==> src/hdl/rtp_receive_statistics_assert.svh <==
// Assertion macros shared by the statistics block.
// RTPS_ASSERT_IMPLY checks a consequent in the same cycle as its antecedent.
// RTPS_ASSERT_NEXT checks a consequent in the cycle after its antecedent.
`ifndef RTP_RECEIVE_STATISTICS_ASSERT_SVH
`define RTP_RECEIVE_STATISTICS_ASSERT_SVH

`define RTPS_ASSERT_IMPLY(lbl, clk, rst, ante, cons, msg) \
   lbl: assert property (@(posedge clk) disable iff (rst) (ante) |-> (cons)) \
      else $error(msg);

`define RTPS_ASSERT_NEXT(lbl, clk, rst, ante, cons, msg) \
   lbl: assert property (@(posedge clk) disable iff (rst) (ante) |=> (cons)) \
      else $error(msg);

`endif

==> src/hdl/rtps_pkg.sv <==
package rtps_pkg;

   // Window table geometry.
   localparam int WINDOW_DEPTH = 4096;
   localparam int SLOT_BITS    = $clog2(WINDOW_DEPTH);

   // Jitter filter: fixed point with a gain of 1/16.
   localparam int JITTER_FRAC_BITS  = 8;
   localparam int JITTER_GAIN_SHIFT = 4;
   localparam int JITTER_STATE_BITS = 40;
   localparam int JITTER_OUT_BITS   = 39;
   localparam int JITTER_X_BITS     = 32 + JITTER_FRAC_BITS;
   localparam int JIT_WORK_BITS     =
      ((JITTER_X_BITS > JITTER_STATE_BITS) ? JITTER_X_BITS : JITTER_STATE_BITS) + 2;

   // Queue between the front and back parts.
   localparam int QUEUE_DEPTH    = 4;
   localparam int QUEUE_PTR_BITS = $clog2(QUEUE_DEPTH);
   localparam int QUEUE_CNT_BITS = $clog2(QUEUE_DEPTH + 1);

   // Stream widths.
   localparam int REQ_DATA_BITS = 104;
   localparam int RSP_DATA_BITS = 232;
   localparam int RSP_USER_BITS = 3;

   // Header checks.
   localparam logic [15:0] MIN_PACKET_LENGTH = 16'd12;
   localparam logic [7:0]  VERSION_MASK      = 8'hC0;
   localparam logic [7:0]  VERSION_V2        = 8'h80;

   // Register file.
   localparam int          CSR_ADDR_BITS      = 3;
   localparam logic [15:0] WRAP_RESET         = 16'd30000;
   localparam logic        REG_WRAP_THRESHOLD = 1'b0;

   // One packet as it leaves the front part.
   typedef struct packed {
      logic        accepted;
      logic [31:0] ext;
      logic [31:0] transit;
   } entry_type;

   // One window slot in memory.
   typedef struct packed {
      logic        valid;
      logic [31:0] ext;
   } slot_type;

   // Result snapshot carried down the back pipeline.
   typedef struct packed {
      logic                       accepted;
      logic [31:0]                ext;
      logic                       dup;
      logic                       reord;
      logic [31:0]                unique_cnt;
      logic [31:0]                dup_cnt;
      logic [31:0]                reord_cnt;
      logic [31:0]                expected;
      logic [31:0]                lost;
      logic [JITTER_OUT_BITS-1:0] jitter;
      logic [31:0]                highest;
      logic [31:0]                first;
      logic                       started;
   } stat_type;

   // Saturating increment of a 32-bit counter.
   function automatic logic [31:0] sat_inc(input logic [31:0] v);
      return (v == 32'hffff_ffff) ? v : v + 32'd1;
   endfunction

endpackage

==> src/hdl/rtps_fifo.sv <==
module rtps_fifo
   import rtps_pkg::*;
(
   input  logic      clock,
   input  logic      reset,
   input  logic      push,
   input  entry_type push_entry,
   input  logic      pop,
   output entry_type head,
   output logic      full,
   output logic      empty
);

   entry_type                 slots_ff [QUEUE_DEPTH];
   logic [QUEUE_PTR_BITS-1:0] wr_ptr_ff;
   logic [QUEUE_PTR_BITS-1:0] rd_ptr_ff;
   logic [QUEUE_CNT_BITS-1:0] count_ff;

   assign head  = slots_ff[rd_ptr_ff];
   assign full  = (count_ff == QUEUE_CNT_BITS'(QUEUE_DEPTH));
   assign empty = (count_ff == '0);

   // Entry storage.
   always_ff @(posedge clock) begin
      if (push) begin
         slots_ff[wr_ptr_ff] <= push_entry;
      end
   end

   // Pointers and fill level.
   always_ff @(posedge clock) begin
      if (reset) begin
         wr_ptr_ff <= '0;
         rd_ptr_ff <= '0;
         count_ff  <= '0;
      end else begin
         if (push) begin
            wr_ptr_ff <= wr_ptr_ff + 1'b1;
         end
         if (pop) begin
            rd_ptr_ff <= rd_ptr_ff + 1'b1;
         end
         if (push && !pop) begin
            count_ff <= count_ff + 1'b1;
         end else if (pop && !push) begin
            count_ff <= count_ff - 1'b1;
         end
      end
   end

endmodule

==> config.mk <==
export PLATFORM = sky130hd
export DESIGN_NAME = rtps_fifo
export DESIGN_NICKNAME = d
export VERILOG_FILES = /design/src/hdl/rtp_receive_statistics_assert.svh /design/src/hdl/rtps_pkg.sv /design/src/hdl/rtps_fifo.sv
export SDC_FILE = /design/constraint.sdc
export NUM_CORES = 1
export LEC_CHECK = 0
export BUFFER_PORTS_ARGS = -buffer_cell sky130_fd_sc_hd__buf_2
export CAP_MARGIN = 10
export CORE_UTILIZATION = 50
export DETAILED_ROUTE_END_ITERATION = 16
export PLACE_DENSITY = 0.74
export SLEW_MARGIN = 20
export SYNTH_ARGS = -nofsm -noshare
export SYNTH_HDL_FRONTEND = slang
export SYNTH_SLANG_ARGS = --single-unit
export TNS_END_PERCENT = 1
==> constraint.sdc <==
create_clock -name clock -period 2.3 [get_ports clock]
set_input_delay 0.115 -clock clock [delete_from_list [all_inputs] [get_ports clock]]
set_output_delay 0.115 -clock clock [all_outputs]
set_load 0.05 [all_outputs]
==> results.yml, run 1 <==
power_and_ir_drop:
  ir_worst_vdd_v: 0.000683
  p_per_area_nw_per_um2: 908
  p_leak_uw: 0.00427
  finalPower_uw: 11300
timing:
  finalHoldViolCount: 0
  rsz0062_at_grt: "no"
  worst_slack_ns: 0.216
  maxSlewViolCount: 0
  finalSetupViolCount: 0
  period_minus_slack_ns: 2.08
  fmax_mhz: 480
  worst_slew_pin_slew_ns: 0.494
  fin_crit_sh_pct: 90.6
  hold_slack_ns: 0.342
  worst_clock_skew_ns: 0.00651
  slew_headroom_pct: 67.0
clocking:
  clk_pin_slew_ns: 0.06
  cts_sinks: 269
  clk_latency_ns: 0.52
  cts_tree: "built"
  cts_resized: 0
  htree_levels: 1
  root_buffer: "clkbuf_16"
  cts_buffers: 26
  max-clock-path-buffers: 3
floorplan:
  die-area_sq_um: 20300
  rows: 50
  start_util_pct: 51.8
  die_h_microns: 142
  die_w_microns: 142
  core-area_sq_um: 19000
  ioPinCount: 136
global_routing:
  antenna_found_initial: 1
  grt_pass1_wl_microns: 28100
  grt_max_degree: 40
  grt_pass1_vias: 5151
  grt_overflow_total: 0
  grt_usage_pct: 18.6
layout:
  n_fill_cell: 1283
  layout.nets: 692
  fin_area_sq_um: 12400
  finish.utilization_pct: 65.3
  layout-drive-gt1-share_pct: 40.5
  syn2layout_area_growth_pct: 26.0
  n_antenna_cell: 0
  multiInputGateArea_sq_um: 1700
  seqCellArea_sq_um: 8000
detailed_routing:
  routed_wl_microns: 18200
  dr.pass1.iters: 4
  wl_per_cell_microns: 20.4
  ant_nets: 0
  viasPerCell: 5.33
  drt_iter0_markers: 268
  route.detailed.drc: 0
  vias: 4764
run:
  maxCapViolCount: 0
outcome:
  outcome: "finished clean"
placed_design:
  port_buffers: 135
  placed_area_sq_um: 10900
  dp_hpwl_microns: 10500
  pre_cts_ws_ns: 0.569
  gp_routability_congestion: 0.699
logic_synthesis:
  syn_nets: 458
  syn_avg_cell_area_sq_um: 25.7
  ys_types: 22
  ys_ff_latch: 269
  netlist_area_sq_um: 9850
  synth.yosys.warnings: 0
  seq_area_frac_synth_pct: 81.1
  synthCells: 383
critical_path:
  critPathRequiredTime_ns: 2.18
  critPathKind: "reg2out"
  arrival_ns: 1.97
  crit_path_start_kind: "flop"
  regToRegStartpoint: "wr_ptr_ff[0]"
  path_max_fanout: 19
  crit_path_end_kind: "output port"
worst_hold_path:
  hp-class: "in2reg"
  hp-start: "push_entry[55]"
-- cell families (layout without fill, tap and decap cells) --
group                      after synthesis  after routing  synth area share (%)
DFF                                    269            269                  81.1
muxes                                   67             67                  15.1
buffers and inverters                   19            270                  1.74
and+or+nand+nor                         15             15                 0.749
adders and majority gates                6              6                 0.838
xor gates and xnor gates                 5              5                 0.445
AOI/OAI and AO/OA                        2              2                 0.101
-- through the flow --
| stage | TNS [ns] | instances |
|---|---|---|
| after global placement | 0 | 776 |
| after floorplan | -36.53 | 383 |
| after CTS | 0 | 889 |
| after global routing | 0 | 894 |
| after detailed placement | 0 | 776 |
| final | 0 | 894 |
-- layout make-up --
| type | count | share of cell area (%) |
|---|---|---|
| flip-flops and latches | 269 | 64.4 |
| multi-input cells | 95 | 13.7 |
| repair buffers | 221 | 12.9 |
| clock buffers | 32 | 5.42 |
| well taps | 260 | 2.62 |
| clock inverters | 13 | 0.786 |
| inverters | 4 | 0.121 |
-- cells in the mapped netlist --
| master | n | share of area (%) |
|---|---|---|
| a21oi_1 | 1 | 0.051 |
| and2_1 | 4 | 0.25 |
| buf_12 | 5 | 1.0 |
| buf_2 | 6 | 0.30 |
| buf_4 | 1 | 0.076 |
| buf_6 | 1 | 0.11 |
| clkbuf_1 | 2 | 0.076 |
| dfxtp_1 | 9 | 1.8 |
| edfxtp_1 | 260 | 79 |
| fa_1 | 1 | 0.20 |
| ha_1 | 5 | 0.63 |
| inv_1 | 4 | 0.15 |
| mux2i_1 | 2 | 0.20 |
| mux4_2 | 65 | 15 |
| nand2_1 | 1 | 0.038 |
| nor2_1 | 7 | 0.27 |
| nor3_1 | 1 | 0.051 |
| nor3b_1 | 1 | 0.076 |
| o21ai_0 | 1 | 0.051 |
| or3_1 | 1 | 0.064 |
| xnor2_1 | 2 | 0.18 |
| xor2_1 | 3 | 0.27 |
-- metal layers --
layer  routed length (microns)  up-vias  track usage [%]
li1                          -     2101                -
met1                      7560     2441             24.4
met2                      9140      189             31.8
met3                      1220       31             4.17
met4                       319        2             4.47
met5                         8        -                0
-- worst max-delay path, stage by stage (launching register included) --
cell and delay (ns):
dfxtp_4 0.44, buf_12 0.22, mux4_2 0.54, buf_2 0.23
-- layout by cell type (no fill, tap or decap), drive strengths merged --
cell | netlist | layout
a21oi | 1 | 1
and2 | 4 | 4
buf | 13 | 153
bufinv | 0 | 1
clkbuf | 2 | 32
clkinv | 0 | 12
dfxtp | 9 | 9
dlygate4sd3 | 0 | 68
edfxtp | 260 | 260
fa | 1 | 1
ha | 5 | 5
inv | 4 | 4
mux2i | 2 | 2
mux4 | 65 | 65
nand2 | 1 | 1
nor2 | 7 | 7
nor3 | 1 | 1
nor3b | 1 | 1
o21ai | 1 | 1
or3 | 1 | 1
xnor2 | 2 | 2
xor2 | 3 | 3
-- where the power goes --
part	switching, uW	internal [uW]	leakage (uW)
Clock	1660	2180	0.000378
Sequential	77.6	5630	0.00246
Combinational	1140	592	0.00142
-- path summary, 6_finish.rpt --
kind | endpoint | slack [ns] | depth (start not counted)
worst max-delay path | head[41] | 0.22 | 3
worst min-delay path | slots_ff[1][55] | 0.34 | 2
worst max register to register | slots_ff[3][8] | 0.67 | 3
worst min register to register | count_ff[2] | 0.53 | 2
-- state kept, by name, indices dropped and copies added (netlist names), named ones only --
name       count
count_ff       3
rd_ptr_ff      2
slots_ff     260
wr_ptr_ff      2
-- timing repair --
action | 4_1_cts | 5_1_grt
hold endpoints to repair | 269 | 0
setup buffers | 0 | 5
hold buffers | 68 | 0
setup endpoints to repair | 0 | 53
No activity file was read; power rests on OpenSTA's default activity.
==> inputs of run 2 (changes only) <==
--- a/config.mk
+++ b/config.mk
@@ -7,9 +7,9 @@
 export LEC_CHECK = 0
 export BUFFER_PORTS_ARGS = -buffer_cell sky130_fd_sc_hd__buf_2
 export CAP_MARGIN = 10
-export CORE_UTILIZATION = 50
+export CORE_UTILIZATION = 39
 export DETAILED_ROUTE_END_ITERATION = 16
-export PLACE_DENSITY = 0.74
+export RECOVER_POWER = 50
 export SLEW_MARGIN = 20
 export SYNTH_ARGS = -nofsm -noshare
 export SYNTH_HDL_FRONTEND = slang
==> results.yml, run 2 (same netlist as run 1, synthesis figures left out) <==
power_and_ir_drop:
  p_seq_share_pct: 49.2
  p_int_uw: 8710
  switching_power_uw: 2890
  finalPower_uw: 11600
  ir_worst_vdd_v: 0.000473
  clockPowerShare_pct: 36.3
  p_comb_share_pct: 14.5
  p_per_area_nw_per_um2: 934
  switching_share_pct: 24.9
  p_leak_uw: 0.00408
clocking:
  holdBufCountCts: 69
  clk_latency_ns: 0.52
  htree_levels: 1
  cts_sinks: 269
  root_buffer: "clkbuf_16"
  clk_pin_slew_ns: 0.06
  cts_tree: "built"
  max-clock-path-buffers: 3
  cts_setup_buffers: 0
  cts_resized: 0
  cts_buffers: 28
floorplan:
  die_w_microns: 161
  start_util_pct: 40.2
  rows: 57
  die_h_microns: 161
  core-area_sq_um: 24500
  ioPinCount: 136
  die-area_sq_um: 25900
global_routing:
  grt_usage_pct: 14.7
  antenna_found_initial: 0
  busiest_layer: "met2"
  grt_overflow_total: 0
  grt_max_degree: 66
  grtUsageMet1_pct: 19.0
  met3_usage_pct: 2.84
  use_met2_pct: 25.5
  grt_pass1_wl_microns: 29000
  grt_pass1_vias: 5220
timing:
  worst_clock_skew_ns: 0.0105
  worst_slew_pin_slew_ns: 0.927
  fin_crit_sh_pct: 94.0
  worst_slack_ns: 0.138
  finalSetupViolCount: 0
  maxSlewViolCount: 0
  fmax_mhz: 462
  slew_headroom_pct: 38.2
  period_minus_slack_ns: 2.16
  finalSetupTns_ns: 0
  rsz0062_at_grt: "no"
  finalHoldViolCount: 0
worst_hold_path:
  hp-class: "in2reg"
placed_design:
  port_buffers: 135
  dp_hpwl_microns: 10900
  gp_routability_congestion: 0.692
  pre_cts_ws_ns: 0.611
detailed_routing:
  viasPerCell: 4.94
  wl_per_cell_microns: 19.4
  vias: 4713
  dr.pass1.iters: 4
  route.detailed.drc: 0
  routed_wl_microns: 18500
  ant_nets: 0
  drt_iter0_markers: 350
layout:
  final_cell_mix: "edfxtp_1, clkbuf_1, dlygate4sd3_1, buf_2, mux4_2"
  top_register: "slots_ff"
  finish.utilization_pct: 50.6
  top_regs: "slots_ff: 260 flops, count_ff: 3 flops"
  largest_reg_flops: 260
  n_antenna_cell: 0
  layout-drive-gt1-share_pct: 29.0
  syn2layout_area_growth_pct: 26.1
  layout.nets: 686
  final_common_cell: "edfxtp_1"
critical_path:
  crit_path_end_kind: "output port"
  critPathKind: "reg2out"
  crit_path_start_kind: "flop"
  path_max_fanout: 38
  critPathRequiredTime_ns: 2.18
  arrival_ns: 2.05
outcome:
  outcome: "finished clean"
run:
  maxCapViolCount: 0
run 2: cell types whose count changed in the layout (fill, tap and decap cells not counted), moves of 2 or more:
cell       previous run  this run
and2_4                4         1
buf_2               135        69
buf_12                9         7
clkinv_1              6         2
clkbuf_16            26        29
buf_4                 9         2
clkbuf_1              6        76
and2_1                0         3
clkbuf_8              0         4
run 2: final timing paths:
path,startpoint,cells past startpoint,slack [ns],to
setup / recovery,flop,3,0.14,head[16]
hold / removal,reset,3,0.40,rd_ptr_ff[0]
setup reg to reg,wr_ptr_ff[0],4,0.19,slots_ff[2][23]
hold reg to reg,count_ff[2],2,0.53,count_ff[2]
run 2: through the flow:
stage | hold slack, ns | std cells | instance area [sq um]
floorplan | 0.214 | 383 | 9850
global placement | 0.325 | 836 | 11000
detailed placement | 0.333 | 836 | 11000
CTS | 0.318 | 954 | 12500
global route | 0.401 | 954 | 12400
finish | 0.396 | 954 | 12400
run 2: cell type report:
cell class	count	area, sq um
clock buffer	43	818
clock inverter	6	52.6
fill	2037	12100
inverter	4	15.0
multi-input combinational	95	1700
sequential	269	8000
tap	324	405
timing repair buffer	213	1440
run 2: power groups by stage:
stage,Sequential (uW),Clock [uW],Combinational (uW)
final,5700,4220,1680
after detailed placement,5810,0,1640
after CTS,5710,4350,1740
after global routing,5720,4540,1780
after global placement,5790,0,1620
after floorplan,5780,0,1240
run 2: critical path, cell delays in order, from the launching register on:
cell and delay, ns:
dfxtp_4 0.37, buf_12 0.29, mux4_2 0.58, buf_2 0.23
run 2: metal layers:
layer	share of wire, %	up-vias
li1	-	2081
met1	42	2461
met2	51	143
met3	5.4	28
met4	1.6	0
met5	0	-
==> inputs of run 3 (changes only) <==
--- a/config.mk
+++ b/config.mk
@@ -10,6 +10,7 @@
 export CORE_UTILIZATION = 39
 export DETAILED_ROUTE_END_ITERATION = 16
 export RECOVER_POWER = 50
+export SETUP_SLACK_MARGIN = 0.3
 export SLEW_MARGIN = 20
 export SYNTH_ARGS = -nofsm -noshare
 export SYNTH_HDL_FRONTEND = slang
==> results.yml, run 3 (same netlist as run 1, synthesis figures left out) <==
outcome:
  outcome: "finished clean"
floorplan:
  die-area_sq_um: 25900
  rows: 57
  start_util_pct: 40.2
  ioPinCount: 136
  die_h_microns: 161
  die_w_microns: 161
  core-area_sq_um: 24500
layout:
  top_regs: "slots_ff: 260 flops, count_ff: 3 flops"
  layout.nets: 701
  largest_reg_flops: 260
  n_antenna_cell: 0
  fin_area_sq_um: 13000
  layout-drive-gt1-share_pct: 30.9
  final_common_cell: "edfxtp_1"
  top_register: "slots_ff"
  final_cell_mix: "edfxtp_1, clkbuf_1, dlygate4sd3_1"
  syn2layout_area_growth_pct: 32.4
power_and_ir_drop:
  p_per_area_nw_per_um2: 917
  finalPower_uw: 12000
  p_leak_uw: 0.00433
  ir_worst_vdd_v: 0.000473
timing:
  worst_clock_skew_ns: 0.00936
  fmax_mhz: 476
  worst_slew_pin_slew_ns: 0.924
  rsz0062_at_grt: "yes"
  slew_headroom_pct: 38.4
  period_minus_slack_ns: 2.10
  finalHoldViolCount: 0
  finalSetupViolCount: 0
  fin_crit_sh_pct: 91.3
  maxSlewViolCount: 0
detailed_routing:
  ant_nets: 0
  routed_wl_microns: 20100
  vias: 4841
  drt_iter0_markers: 359
  viasPerCell: 5.00
  route.detailed.drc: 0
  dr.pass1.iters: 4
  wl_per_cell_microns: 20.8
clocking:
  root_buffer: "clkbuf_16"
  cts_tree: "built"
  max-clock-path-buffers: 3
  htree_levels: 1
  cts_buffers: 28
  clk_pin_slew_ns: 0.06
  cts_sinks: 269
  clk_latency_ns: 0.52
critical_path:
  arrival_ns: 1.98
  reg2regPathDepth: 4
  crit-reg2reg-capture: "slots_ff[1][18]"
  critPathRequiredTime_ns: 2.18
  path_max_fanout: 5
  crit_path_start_kind: "flop"
  crit_path_end_kind: "output port"
  regToRegStartpoint: "wr_ptr_ff[1]"
  critPathKind: "reg2out"
  rrSetupSlack_ns: 0.23
global_routing:
  grt_overflow_total: 0
  use_met2_pct: 27.2
  met3_usage_pct: 2.89
  grt_max_degree: 66
  grt_usage_pct: 16.0
  busiest_layer: "met2"
  antenna_found_initial: 0
  grtUsageMet1_pct: 21.4
  grt_pass1_wl_microns: 31000
  grt_pass1_vias: 5366
worst_hold_path:
  min_to: "rd_ptr_ff[0]"
  hp-start: "reset"
  hp-class: "in2reg"
  holdPathStages: 3
placed_design:
  port_buffers: 135
  dp_hpwl_microns: 10900
  placed_area_sq_um: 11000
  gp_routability_congestion: 0.692
run:
  maxCapViolCount: 0
run 3: cell types whose count changed in the layout (fill, tap and decap cells not counted), sizes merged:
cell,delta
buf,+15
run 3: where the power goes:
part	internal [uW]	leakage, uW	switching (uW)
registers	5630	0.00246	70.6
clock network	2530	0.000427	1690
logic	824	0.00144	1220
total	8990	0.00433	2980
run 3: what timing repair did:
action,4_1_cts,5_1_grt
cloned,8,0
resized for setup,110,0
hold endpoints to repair,269,0
hold buffers,69,0
endpoints found under the setup margin,65,65
buffers inserted,7,0
run 3: per-layer routing:
metal  routed length, microns  vias to the layer above  share of wire [%]
met5                        0                        -                  0
met4                      321                        0                1.6
met3                     1080                       28                5.3
met2                    10100                      147                 50
met1                     8590                     2542                 43
li1                         -                     2124                  -
run 3: worst max-delay path, cell delays in order, from the launching register on:
cell and delay, ns:
dfxtp_4 0.36, buf_4 0.12, buf_12 0.14, buf_16 0.15, mux4_2 0.52, buf_8 0.17
run 3: worst max path at each step:
stage | startpoint | end | slack, ns | depth (start not counted)
after floorplan | wr_ptr_ff[0] | slots_ff[2][0] | -0.20 | 3
after global placement | flop | head[16] | 0.68 | 3
after detailed placement | wr_ptr_ff[0] | slots_ff[2][37] | 0.61 | 4
after CTS | flop | head[7] | 0.17 | 5
after global routing | wr_ptr_ff[0] | slots_ff[3][23] | 0.08 | 3
final | flop | head[2] | 0.20 | 5
run 3: per-stage QoR:
stage	worst slack, ns	setup TNS, ns	hold slack, ns	utilization (%)	cells
detailed placement	0.611	0	0.333	44.6	836
global route	0.0841	0	0.401	53.2	969
CTS	0.165	0	0.318	53.5	969
global placement	0.676	0	0.325	44.6	836
floorplan	-0.200	-36.53	0.214	-	383
finish	0.200	0	0.396	53.2	969
run 3: layout make-up:
class | instances | area, sq um
Timing Repair Buffer | 228 | 2060
Clock buffer | 43 | 818
Fill cell | 1955 | 11500
Tap cell | 324 | 405
Sequential cell | 269 | 8000
Inverter | 4 | 15.0
Multi-Input combinational cell | 95 | 1700
Clock inverter | 6 | 52.6
