## src/hdl/rtp_receive_statistics_assert.svh

```systemverilog
// Assertion macros shared by the statistics block.
// RTPS_ASSERT_IMPLY checks a consequent in the same cycle as its antecedent.
// RTPS_ASSERT_NEXT checks a consequent in the cycle after its antecedent.
`ifndef RTP_RECEIVE_STATISTICS_ASSERT_SVH
`define RTP_RECEIVE_STATISTICS_ASSERT_SVH

`define RTPS_ASSERT_IMPLY(lbl, clk, rst, ante, cons, msg) \
   lbl: assert property (@(posedge clk) disable iff (rst) (ante) |-> (cons)) \
      else $error(msg);

`define RTPS_ASSERT_NEXT(lbl, clk, rst, ante, cons, msg) \
   lbl: assert property (@(posedge clk) disable iff (rst) (ante) |=> (cons)) \
      else $error(msg);

`endif

```

## src/hdl/rtps_pkg.sv

```systemverilog
package rtps_pkg;

   // Window table geometry.
   localparam int WINDOW_DEPTH = 4096;
   localparam int SLOT_BITS    = $clog2(WINDOW_DEPTH);

   // Jitter filter: fixed point with a gain of 1/16.
   localparam int JITTER_FRAC_BITS  = 8;
   localparam int JITTER_GAIN_SHIFT = 4;
   localparam int JITTER_STATE_BITS = 40;
   localparam int JITTER_OUT_BITS   = 39;
   localparam int JITTER_X_BITS     = 32 + JITTER_FRAC_BITS;
   localparam int JIT_WORK_BITS     =
      ((JITTER_X_BITS > JITTER_STATE_BITS) ? JITTER_X_BITS : JITTER_STATE_BITS) + 2;

   // Queue between the front and back parts.
   localparam int QUEUE_DEPTH    = 4;
   localparam int QUEUE_PTR_BITS = $clog2(QUEUE_DEPTH);
   localparam int QUEUE_CNT_BITS = $clog2(QUEUE_DEPTH + 1);

   // Stream widths.
   localparam int REQ_DATA_BITS = 104;
   localparam int RSP_DATA_BITS = 232;
   localparam int RSP_USER_BITS = 3;

   // Header checks.
   localparam logic [15:0] MIN_PACKET_LENGTH = 16'd12;
   localparam logic [7:0]  VERSION_MASK      = 8'hC0;
   localparam logic [7:0]  VERSION_V2        = 8'h80;

   // Register file.
   localparam int          CSR_ADDR_BITS      = 3;
   localparam logic [15:0] WRAP_RESET         = 16'd30000;
   localparam logic        REG_WRAP_THRESHOLD = 1'b0;

   // One packet as it leaves the front part.
   typedef struct packed {
      logic        accepted;
      logic [31:0] ext;
      logic [31:0] transit;
   } entry_type;

   // One window slot in memory.
   typedef struct packed {
      logic        valid;
      logic [31:0] ext;
   } slot_type;

   // Result snapshot carried down the back pipeline.
   typedef struct packed {
      logic                       accepted;
      logic [31:0]                ext;
      logic                       dup;
      logic                       reord;
      logic [31:0]                unique_cnt;
      logic [31:0]                dup_cnt;
      logic [31:0]                reord_cnt;
      logic [31:0]                expected;
      logic [31:0]                lost;
      logic [JITTER_OUT_BITS-1:0] jitter;
      logic [31:0]                highest;
      logic [31:0]                first;
      logic                       started;
   } stat_type;

   // Saturating increment of a 32-bit counter.
   function automatic logic [31:0] sat_inc(input logic [31:0] v);
      return (v == 32'hffff_ffff) ? v : v + 32'd1;
   endfunction

endpackage

```

## src/hdl/rtps_front.sv

```systemverilog
module rtps_front
   import rtps_pkg::*;
(
   input  logic                     clock,
   input  logic                     reset,
   input  logic                     req_tvalid,
   output logic                     req_tready,
   input  logic [REQ_DATA_BITS-1:0] req_tdata,
   input  logic [15:0]              wrap_threshold,
   input  logic                     queue_full,
   input  logic                     clear_busy,
   output logic                     push,
   output entry_type                entry
);

   logic [7:0]  version_byte;
   logic [15:0] packet_length;
   logic [15:0] sequence_number;
   logic [31:0] media_timestamp;
   logic [31:0] arrival_time;
   logic        header_ok;
   logic        wrap;
   logic [15:0] seq_step;
   logic [15:0] wrap_cycles_in;
   logic        take;

   logic        seq_started_ff;
   logic [15:0] wrap_cycles_ff;
   logic [15:0] previous_seq_ff;

   // Unpack the header fields.
   assign version_byte    = req_tdata[7:0];
   assign packet_length   = req_tdata[23:8];
   assign sequence_number = req_tdata[39:24];
   assign media_timestamp = req_tdata[71:40];
   assign arrival_time    = req_tdata[103:72];

   assign req_tready = !queue_full && !clear_busy;
   assign push       = req_tvalid && req_tready;

   // Classify the packet and extend its sequence number.
   always_comb begin
      header_ok = (packet_length >= MIN_PACKET_LENGTH) &&
                  ((version_byte & VERSION_MASK) == VERSION_V2);
      seq_step  = previous_seq_ff - sequence_number;
      wrap      = seq_started_ff && (sequence_number < previous_seq_ff) &&
                  (seq_step > wrap_threshold);
      wrap_cycles_in = wrap ? wrap_cycles_ff + 16'd1 : wrap_cycles_ff;
      take      = push && header_ok;

      entry.accepted = header_ok;
      entry.ext      = header_ok ? {wrap_cycles_in, sequence_number} : 32'd0;
      entry.transit  = arrival_time - media_timestamp;
   end

   // Sequence tracking state changes only for accepted packets.
   always_ff @(posedge clock) begin
      if (reset) begin
         seq_started_ff  <= 1'b0;
         wrap_cycles_ff  <= 16'd0;
         previous_seq_ff <= 16'd0;
      end else if (take) begin
         seq_started_ff  <= 1'b1;
         wrap_cycles_ff  <= wrap_cycles_in;
         previous_seq_ff <= sequence_number;
      end
   end

endmodule

```

## config.mk

```make
export PLATFORM = sky130hd
export DESIGN_NAME = rtps_front
export DESIGN_NICKNAME = d
export VERILOG_FILES = /design/src/hdl/rtp_receive_statistics_assert.svh /design/src/hdl/rtps_pkg.sv /design/src/hdl/rtps_front.sv
export SDC_FILE = /design/constraint.sdc
export NUM_CORES = 1
export LEC_CHECK = 0
export BUFFER_PORTS_ARGS = -buffer_cell sky130_fd_sc_hd__buf_4
export CORE_MARGIN = 2
export CORE_UTILIZATION = 25
export DETAILED_ROUTE_END_ITERATION = 7
export SLEW_MARGIN = 5
export SYNTH_ARGS = -nofsm -noshare
export SYNTH_HDL_FRONTEND = slang
export SYNTH_SLANG_ARGS = --single-unit
```

## constraint.sdc

```tcl
create_clock -name clock -period 13 [get_ports clock]
set_clock_uncertainty 0.2 [all_clocks]
set_input_delay 1.3 -clock clock [delete_from_list [all_inputs] [get_ports clock]]
set_output_delay 1.3 -clock clock [all_outputs]
set_load 0.02 [all_outputs]
```

==> flow_summary.json, run 1 <==
{
  "setup_slack_ns": 6.068,
  "syn_area_per_cell_um2": 7.212,
  "rr_startpoint": "previous_seq_ff[0]",
  "start_kind": "primary input",
  "pwr_density_cell_mw_per_mm2": 67.22,
  "period_needed_ns": 6.932,
  "reg2reg_slack_ns": 8.52,
  "max-cap-violations": 0,
  "post_cts_buffers": 0,
  "min_path_type": "flop to flop",
  "cts_root_buffer": "clkbuf_16",
  "async_flop_share": 0,
  "end_kind": "output port",
  "critPathMaxStageDelay_ns": 0.40,
  "core-area_mm2": 0.01871,
  "ir_drop_v": 0.00005033,
  "num_vias": 4988,
  "clockBufferDepth": 2,
  "ys_seq_elements": 33,
  "wl_per_cell_um": 12.82,
  "synthesis.nets": 853,
  "setup-violations-final": 0,
  "critical-path-top-delay-family": "compound AO/OA/AOI/OAI gates",
  "synth_area_leaders": "ha_1 17%, dfxtp_1 14%, xnor2_1 10%, a21oi_1 6.2%, nor2_1 6.1%",
  "tns_ns": 0,
  "dr.pass1.iters": 4,
  "synthCells": 662,
  "finalHoldViolCount": 0,
  "cts_tree": "yes",
  "mappedNetlistArea_mm2": 0.004775,
  "min-delay-start": "previous_seq_ff[0]",
  "cts.clk_slew.worst_paths_ns": 0.05,
  "cts_resized": 0,
  "reg2reg_to": "wrap_cycles_ff[0]",
  "grt_pass1_wl_um": 21750,
  "wl_um": 13650,
  "die_h_um": 142.2,
  "relSlewSlack": 0.3709,
  "port_buffers": 183,
  "pre_cts_ws_ns": 6.044,
  "synth_warnings": 0,
  "layout_common_cells": "186 x buf_4, 77 x nor2_1, 76 x inv_1",
  "path_common_cell": "buf_4",
  "drt_iter0_markers": 141,
  "rows": 50,
  "postRouteAntennaNets": 0,
  "grt_pass1_vias": 4633,
  "rsz0062_at_grt": "false",
  "clk_latency_ns": 0.27,
  "ys_seq_area_frac": 0.1384,
  "numClockSinks": 33,
  "fillers": 2019,
  "grt-ovfl-total": 0,
  "hpwlAfterDp_um": 11440,
  "path_cells": "buf_4, ha_1, fa_1, and2b_1, o211ai_1, a311o_1, a21oi_1, and2_1, o21ai_0, a21oi_1, xor2_1, ha_1, nand4_1, o41ai_1, nor2_1, o21ai_2, buf_4, nor3_1, xnor2_1, nor2_1, buf_4",
  "start_util": 0.2553,
  "min_to": "previous_seq_ff[0]",
  "critPathKind": "primary input to output port",
  "yosysTopAreaCellShare": 0.1677,
  "p_leak_nw": 3.061,
  "ios": 192,
  "yosysUniqueCellTypes": 57,
  "synth_edf_count": 0,
  "maxClockFrequency_mhz": 144.3,
  "grt.total_usage": 0.1301,
  "rr_worst_depth": 20,
  "report.final.slew_viol_count": 0,
  "syn_to_final_growth_pct": 36.01,
  "fin_nets": 1021,
  "cts_hold_buf": 0,
  "worst_ep_required_time_ns": 11.50,
  "antenna_found_initial": 0,
  "htree_levels": 2,
  "diodes": 0,
  "final_common_cell": "buf_4",
  "holdPathStages": 2,
  "yosysTopAreaCell": "ha_1",
  "worst_pin_slew_ns": 0.9413,
  "cp_max_fo": 31,
  "min_period_over_period": 0.5333,
  "cpMaxStageDelayCell": "fa_1",
  "viasPerCell": 4.684,
  "cp_data_arrival_time_ns": 5.43,
  "drc_errors": 0,
  "gp_congestion": 0.8552,
  "ys.flop_type": "dfxtp_1",
  "die_w_um": 142.2,
  "drive_gt1_frac": 0.2744,
  "dieArea_mm2": 0.02022,
  "grt_max_degree": 34,
  "status": "finished clean",
  "path_buf_inv": 3,
  "cts_buffers": 5
}
-- worst max path at each step --
stage / from / end / slack [ns] / depth (start not counted)
after CTS: req_tdata[24] / entry[54] / 6.04 / 21
after global placement: req_tdata[24] / entry[54] / 6.06 / 21
after global routing: req_tdata[24] / entry[52] / 5.60 / 21
final: req_tdata[24] / entry[54] / 6.07 / 21
after detailed placement: req_tdata[24] / entry[52] / 6.04 / 21
after floorplan: req_tdata[24] / entry[48] / 6.53 / 19
-- cell usage after synthesis (13+ instances only) --
cell	number
o21ai_0	14
nand2_1	67
inv_1	76
nand4_1	13
clkbuf_1	16
ha_1	64
a21o_1	20
dfxtp_1	33
xnor2_1	57
nor2_1	77
a21oi_1	59
nor4_2	20
nand3_1	15
-- cells by family after synthesis --
logic type	Yosys count	synth area share
compound gates	146	0.2002
xor+xnor	69	0.1266
fa+ha+maj	66	0.1761
buf+inv	101	0.08464
flops	33	0.1384
mux	1	0.002097
simple gates	246	0.2720
-- power breakdown --
part / switching, W / internal, W
sequential: 0.000000377 / 0.000102
clock: 0.0000422 / 0.0000702
combinational: 0.000119 / 0.000103
total: 0.000161 / 0.000275
-- through the flow --
step                      cells  area (µm²)  hold slack (ns)  power (W)  utilization
after floorplan             662        4775           0.2363  0.0002391            -
after global placement     1057        6355           0.2442  0.0003266       0.3397
after detailed placement   1057        6355           0.2492  0.0003277       0.3397
after CTS                  1065        6494           0.2567  0.0004423       0.3472
after global routing       1065        6494           0.2801  0.0004668       0.3472
final                      1065        6494           0.2553  0.0004365       0.3472
-- final cells by class --
| cell class | count | area (µm²) | share of cell area |
|---|---|---|---|
| tap | 234 | 292.8 | 0.04509 |
| timing repair buffer | 186 | 1396 | 0.2150 |
| clock buffer | 6 | 128.9 | 0.01985 |
| inverter | 76 | 285.3 | 0.04393 |
| sequential | 33 | 660.6 | 0.1017 |
| multi-input combinational | 528 | 3720 | 0.5728 |
| clock inverter | 2 | 10.01 | 0.001541 |
-- layer usage --
metal,global-route usage,up-vias,routed length (µm)
met2,0.2298,162,6387
met1,0.1686,2209,6118
met4,0.02053,0,58
li1,-,2613,-
met5,0,-,0
met3,0.02221,4,1087
-- flip-flops by register name, summed over array words and instances, names as in the netlist --
register,count
previous_seq_ff,16
seq_started_ff,1
wrap_cycles_ff,16
-- worst register-to-register path: stages, from the launching register on --
cell	delay (ns)
dfxtp_1	0.32
inv_1	0.04
ha_1	0.19
fa_1	0.40
and2b_1	0.23
o211ai_1	0.10
a311o_1	0.39
a21oi_1	0.17
and2_1	0.17
o21ai_0	0.10
a21oi_1	0.18
xor2_1	0.09
ha_1	0.30
nand4_1	0.18
o41ai_1	0.38
nor2_1	0.10
o21ai_2	0.06
buf_4	0.40
nor3_2	0.13
xnor2_1	0.19
nor2_1	0.05
(Power assumes the default switching activity.)
==> inputs of run 2 (changes only) <==
==> constraint.sdc (replaced) <==
create_clock -name clock -period 7.25 [get_ports clock]
set_clock_uncertainty 0.2 [all_clocks]
set_input_delay 0.725 -clock clock [delete_from_list [all_inputs] [get_ports clock]]
set_output_delay 0.725 -clock clock [all_outputs]
set_load 0.02 [all_outputs]
==> flow_summary.json, run 2 (synthesized netlist as in run 1, its figures left out) <==
{
  "status": "finished clean",
  "htree_levels": 2,
  "path_cells": "buf_4, ha_1, fa_1, and2b_1, o211ai_1, a311o_1, a21oi_1, and2_1, o21ai_0, a21oi_1, xor2_1, ha_1, nand4_1, o41ai_1, nor2_1, o21ai_2, buf_4, nor3_1, xnor2_1, nor2_1, buf_4",
  "clk_latency_ns": 0.27,
  "cts.clk_slew.worst_paths_ns": 0.05,
  "dr.pass1.iters": 4,
  "worst-path-stages": 21,
  "wl_um": 13890,
  "top_usage_layer": "met2",
  "clockBufferDepth": 2,
  "cts_tree": "yes",
  "post_cts_buffers": 0,
  "rows": 50,
  "syn_to_final_growth_pct": 36.08,
  "critPathKind": "primary input to output port",
  "report.final.slew_viol_count": 0,
  "rsz0062_at_grt": "false",
  "rr_worst_depth": 20,
  "reg2reg_to": "wrap_cycles_ff[0]",
  "path_buf_inv": 3,
  "die_w_um": 142.2,
  "path_common_cell": "buf_4",
  "drt_iter0_markers": 137,
  "viasPerCell": 4.718,
  "finalHoldViolCount": 0,
  "pwr_density_cell_mw_per_mm2": 121.5,
  "dieArea_mm2": 0.02022,
  "postRouteAntennaNets": 0,
  "end_kind": "output port",
  "cts_root_buffer": "clkbuf_16",
  "fin_nets": 1021,
  "cp_max_fo": 31,
  "cts_hold_buf": 0,
  "grt.met3_usage": 0.01884,
  "cts_resized": 0,
  "tns_ns": 0,
  "maxClockFrequency_mhz": 172.0,
  "grt.total_usage": 0.1317,
  "critical-path-top-delay-family": "compound AO/OA/AOI/OAI gates",
  "start_kind": "primary input",
  "use_met2": 0.2334,
  "min_path_type": "flop to flop",
  "crit_start": "req_tdata[24]",
  "numClockSinks": 33,
  "reg2reg_slack_ns": 2.76,
  "period_needed_ns": 5.814,
  "grt_pass1_vias": 4662,
  "wl_per_cell_um": 13.04,
  "num_vias": 5025,
  "p_leak_nw": 3.059,
  "layout_common_cells": "186 x buf_4, 77 x nor2_1, 76 x inv_1",
  "drive_gt1_frac": 0.2756,
  "rr_startpoint": "previous_seq_ff[0]",
  "reg.largest.list": "previous_seq_ff x16, wrap_cycles_ff x16, seq_started_ff x1",
  "final_common_cell": "buf_4",
  "ir_drop_v": 0.00007415,
  "setup-violations-final": 0,
  "die_h_um": 142.2,
  "port_buffers": 183,
  "cp_data_arrival_time_ns": 4.89,
  "drc_errors": 0,
  "ios": 192,
  "worst_ep_required_time_ns": 6.32,
  "gp_congestion": 0.8444,
  "start_util": 0.2553,
  "cpMaxStageDelayCell": "buf_4",
  "antenna_found_initial": 0,
  "grt_use_met1": 0.1719,
  "grt-ovfl-total": 0,
  "grt_pass1_wl_um": 22100,
  "hpwlAfterDp_um": 11500,
  "core-area_mm2": 0.01871,
  "critPathMaxStageDelay_ns": 0.41,
  "cts_buffers": 5,
  "grt_max_degree": 34,
  "crit_path_end": "entry[53]",
  "relSlewSlack": 0.3537,
  "pre_cts_ws_ns": 1.435,
  "worst_pin_slew_ns": 0.9671,
  "diodes": 0,
  "setup_slack_ns": 1.436,
  "fillers": 2030,
  "max-cap-violations": 0,
  "min_period_over_period": 0.8020
}
-- run 2: worst register-to-register path, stage by stage, from the launching register on --
cell      delay, ns
dfxtp_1        0.32
inv_1          0.04
ha_1           0.19
fa_1           0.40
and2b_1        0.23
o211ai_1       0.10
a311o_1        0.39
a21oi_1        0.19
and2_1         0.17
o21ai_0        0.10
a21oi_1        0.17
xor2_1         0.09
ha_1           0.30
nand4_1        0.17
o41ai_1        0.38
nor2_1         0.10
o21ai_2        0.06
buf_4          0.41
nor3_2         0.13
xnor2_1        0.18
nor2_1         0.05
-- run 2: area by class of cell --
type,count,area [µm²],area share
clock buffer,5,125.1,0.01926
tap,234,292.8,0.04506
multi-input combinational,528,3720,0.5725
inverter,76,285.3,0.04391
clock inverter,3,17.52,0.002696
timing repair buffer,186,1396,0.2149
sequential,33,660.6,0.1017
-- run 2: where the power goes --
group          switching (W)  internal (W)
Clock              0.0000807      0.000126
Combinational       0.000215      0.000185
Sequential       0.000000684      0.000183
-- run 2: how the worst min path moves through the flow --
stage                              end               start  cells after the start
floorplan           previous_seq_ff[0]  previous_seq_ff[0]                      2
global placement    previous_seq_ff[0]  previous_seq_ff[0]                      2
detailed placement  previous_seq_ff[0]  previous_seq_ff[0]                      2
CTS                 previous_seq_ff[0]  previous_seq_ff[0]                      2
global route        previous_seq_ff[9]  previous_seq_ff[9]                      2
finish              previous_seq_ff[0]  previous_seq_ff[0]                      2
-- run 2: per-layer routing --
layer,routed length (µm),up-vias,share of wire
met2,6442,158,0.46
li1,-,2619,-
met4,108,0,0.0078
met1,6241,2239,0.45
met5,0,-,0
met3,1095,9,0.079
-- run 2: metrics by stage --
stage	cell area, µm²	instances	hold slack (ns)	total power [W]	util
floorplan	4775	662	0.2363	0.0004287	-
global placement	6355	1057	0.2432	0.0005858	0.3397
detailed placement	6355	1057	0.2489	0.0005886	0.3397
CTS	6497	1065	0.2560	0.0007976	0.3474
global route	6497	1065	0.2717	0.0008459	0.3474
finish	6497	1065	0.2546	0.0007894	0.3474
==> inputs of run 3 (changes only) <==
--- a/config.mk
+++ b/config.mk
@@ -5,6 +5,7 @@
 export SDC_FILE = /design/constraint.sdc
 export NUM_CORES = 1
 export LEC_CHECK = 0
+export ABC_AREA = 1
 export BUFFER_PORTS_ARGS = -buffer_cell sky130_fd_sc_hd__buf_4
 export CORE_MARGIN = 2
 export CORE_UTILIZATION = 25
==> constraint.sdc (replaced) <==
create_clock -name clock -period 5 [get_ports clock]
set_clock_uncertainty 0.2 [all_clocks]
set_input_delay 0.5 -clock clock [delete_from_list [all_inputs] [get_ports clock]]
set_output_delay 0.5 -clock clock [all_outputs]
set_load 0.02 [all_outputs]
==> flow_summary.json, run 3 <==
{
  "ys_top_cells_by_count": "228 x nand2_1, 170 x inv_1, 105 x a21oi_1, 87 x nor2_1, 64 x ha_1",
  "num_vias": 6225,
  "htree_levels": 2,
  "drc_errors": 0,
  "yosysTopAreaCellShare": 0.1607,
  "syn_area_per_cell_um2": 5.790,
  "cts_buffers": 5,
  "die_h_um": 150.0,
  "min_period_over_period": 0.9174,
  "yosysTopAreaCell": "nand2_1",
  "cp_data_arrival_time_ns": 3.89,
  "min_path_type": "flop to flop",
  "synth_edf_count": 0,
  "holdPathStages": 2,
  "grt_pass1_wl_um": 28020,
  "period_needed_ns": 4.587,
  "cp_max_fo": 9,
  "ios": 192,
  "grt.total_usage": 0.1520,
  "cts_hold_buf": 0,
  "ys.flop_type": "dfxtp_1",
  "pre_cts_ws_ns": 0.4159,
  "rr_startpoint": "previous_seq_ff[0]",
  "min-delay-start": "seq_started_ff",
  "worst_pin_slew_ns": 0.5912,
  "maxClockFrequency_mhz": 218.0,
  "critPathKind": "primary input to output port",
  "fillers": 2388,
  "finalHoldViolCount": 0,
  "hpwlAfterDp_um": 14830,
  "min_to": "seq_started_ff",
  "core-area_mm2": 0.02096,
  "ys_seq_area_frac": 0.1240,
  "clk_latency_ns": 0.28,
  "max-cap-violations": 0,
  "reg2reg_to": "wrap_cycles_ff[0]",
  "p_leak_nw": 3.842,
  "start_kind": "primary input",
  "gp_congestion": 0.9124,
  "tns_ns": 0,
  "synthesis.nets": 1111,
  "pwr_density_cell_mw_per_mm2": 170.1,
  "viasPerCell": 4.531,
  "postRouteAntennaNets": 0,
  "setup-violations-final": 0,
  "post_cts_buffers": 0,
  "ys_seq_elements": 33,
  "setup_slack_ns": 0.4130,
  "status": "finished clean",
  "path_cells": "buf_4, ha_1, fa_1, inv_1, nand2_1, nand2_1, nand3_2, nand2_2, a21boi_0, o21bai_1, nand2_1, nand3_1, nand2_1, ha_1, nand2_1, nor2_1, nand2_1, o21ai_0, nor2_2, buf_4, nand4_1, a21oi_1, buf_4",
  "grt_max_degree": 34,
  "relSlewSlack": 0.6053,
  "cpMaxStageDelayCell": "fa_1",
  "syn_to_final_growth_pct": 34.16,
  "synth_most_common_cell": "nand2_1",
  "yosysUniqueCellTypes": 36,
  "cts_tree": "yes",
  "ir_drop_v": 0.0001222,
  "dieArea_mm2": 0.02249,
  "report.final.slew_viol_count": 0,
  "antenna_found_initial": 0,
  "worst_ep_required_time_ns": 4.30,
  "wl_per_cell_um": 12.74,
  "critPathMaxStageDelay_ns": 0.41,
  "path_common_cell": "nand2_1",
  "clockBufferDepth": 2,
  "synthCells": 920,
  "start_util": 0.2542,
  "drt_iter0_markers": 257,
  "wl_um": 17510,
  "dr.pass1.iters": 5,
  "final_area_mm2": 0.007146,
  "rows": 53,
  "synth_area_leaders": "nand2_1 16%, ha_1 15%, dfxtp_1 12%, inv_1 12%, a21oi_1 9.9%",
  "numClockSinks": 33,
  "cts.clk_slew.worst_paths_ns": 0.06,
  "grt-ovfl-total": 0,
  "drive_gt1_frac": 0.2047,
  "async_flop_share": 0,
  "fin_nets": 1289,
  "mappedNetlistArea_mm2": 0.005326,
  "end_kind": "output port",
  "cts_resized": 0,
  "rr_worst_depth": 26,
  "final_common_cell": "nand2_1",
  "reg2reg_slack_ns": 1.26,
  "reg.largest.list": "previous_seq_ff x16, wrap_cycles_ff x16, seq_started_ff x1",
  "layout_common_cells": "228 x nand2_1, 190 x buf_4, 170 x inv_1",
  "rsz0062_at_grt": "false",
  "dpl_cell_area_mm2": 0.006998,
  "port_buffers": 183,
  "die_w_um": 150.0,
  "synth_warnings": 0,
  "cts_root_buffer": "clkbuf_16",
  "diodes": 0,
  "grt_pass1_vias": 5988
}
-- run 3: cell count changes after synthesis, moves of 17 or more --
| cell | change |
|---|---|
| inv_1 | +94 |
| nand2_2 | +17 |
| xor2_1 | +20 |
| nand3_1 | +36 |
| nand2_1 | +161 |
| a21oi_1 | +46 |
| nor4_2 | -20 |
| xnor2_1 | -48 |
-- run 3: stage by stage --
step	power (W)	util	hold slack, ns	std cells
after detailed placement	0.0009171	0.3340	0.2408	1366
after floorplan	0.0006536	-	0.2265	920
after global routing	0.001300	0.3410	0.2743	1374
after global placement	0.0009134	0.3340	0.2373	1366
after CTS	0.001232	0.3410	0.2496	1374
final	0.001215	0.3410	0.2471	1374
-- run 3: worst max path at each step --
stage	from	end	slack (ns)	cells past startpoint
2_1_floorplan	req_tdata[24]	entry[48]	0.87	21
3_3_place_gp	req_tdata[24]	entry[62]	0.42	24
3_5_place_dp	req_tdata[24]	entry[54]	0.42	24
4_1_cts	req_tdata[24]	entry[54]	0.40	24
5_1_grt	previous_seq_ff[0]	entry[55]	0.08	24
6_report	req_tdata[24]	entry[62]	0.41	23
-- run 3: critical path: cells and delay by family --
kind | cells | cell delay [ns]
AOI/OAI and AO/OA | 4 | 0.71
and+or+nand+nor | 12 | 1.15
buffers and inverters | 4 | 0.61
adders and majority gates | 3 | 0.90
-- run 3: logic make-up (layout without fill, tap and decap cells) --
| kind of cell | after synthesis | in the layout | share of synthesized area |
|---|---|---|---|
| DFF | 33 | 33 | 0.1240 |
| adders and majority gates | 66 | 66 | 0.1579 |
| buffers and inverters | 191 | 370 | 0.1398 |
| and+or+nand+nor | 433 | 433 | 0.3528 |
| AOI/OAI and AO/OA | 156 | 156 | 0.1581 |
| xor gates and xnor gates | 41 | 41 | 0.06742 |
-- run 3: layout make-up --
cell class | count | area, µm² | area share
multi-input combinational | 696 | 3921 | 0.5488
timing repair buffer | 190 | 1426 | 0.1996
sequential | 33 | 660.6 | 0.09245
inverter | 172 | 645.6 | 0.09035
tap | 275 | 344.1 | 0.04815
clock buffer | 5 | 125.1 | 0.01751
clock inverter | 3 | 22.52 | 0.003152
-- run 3: where the power goes --
group	leakage, nW	total, W	switching, W	internal [W]
Combinational	3.51	0.000634	0.000371	0.000263
Clock	0.0621	0.000308	0.000124	0.000184
Sequential	0.267	0.000273	0.00000531	0.000268
-- run 3: per-layer routing --
layer	vias to the layer above	wire, µm	GRT usage
li1	3310	-	-
met1	2675	7815	0.1933
met2	215	7969	0.2676
met3	25	1320	0.02165
met4	0	405	0.04057
met5	-	0	0
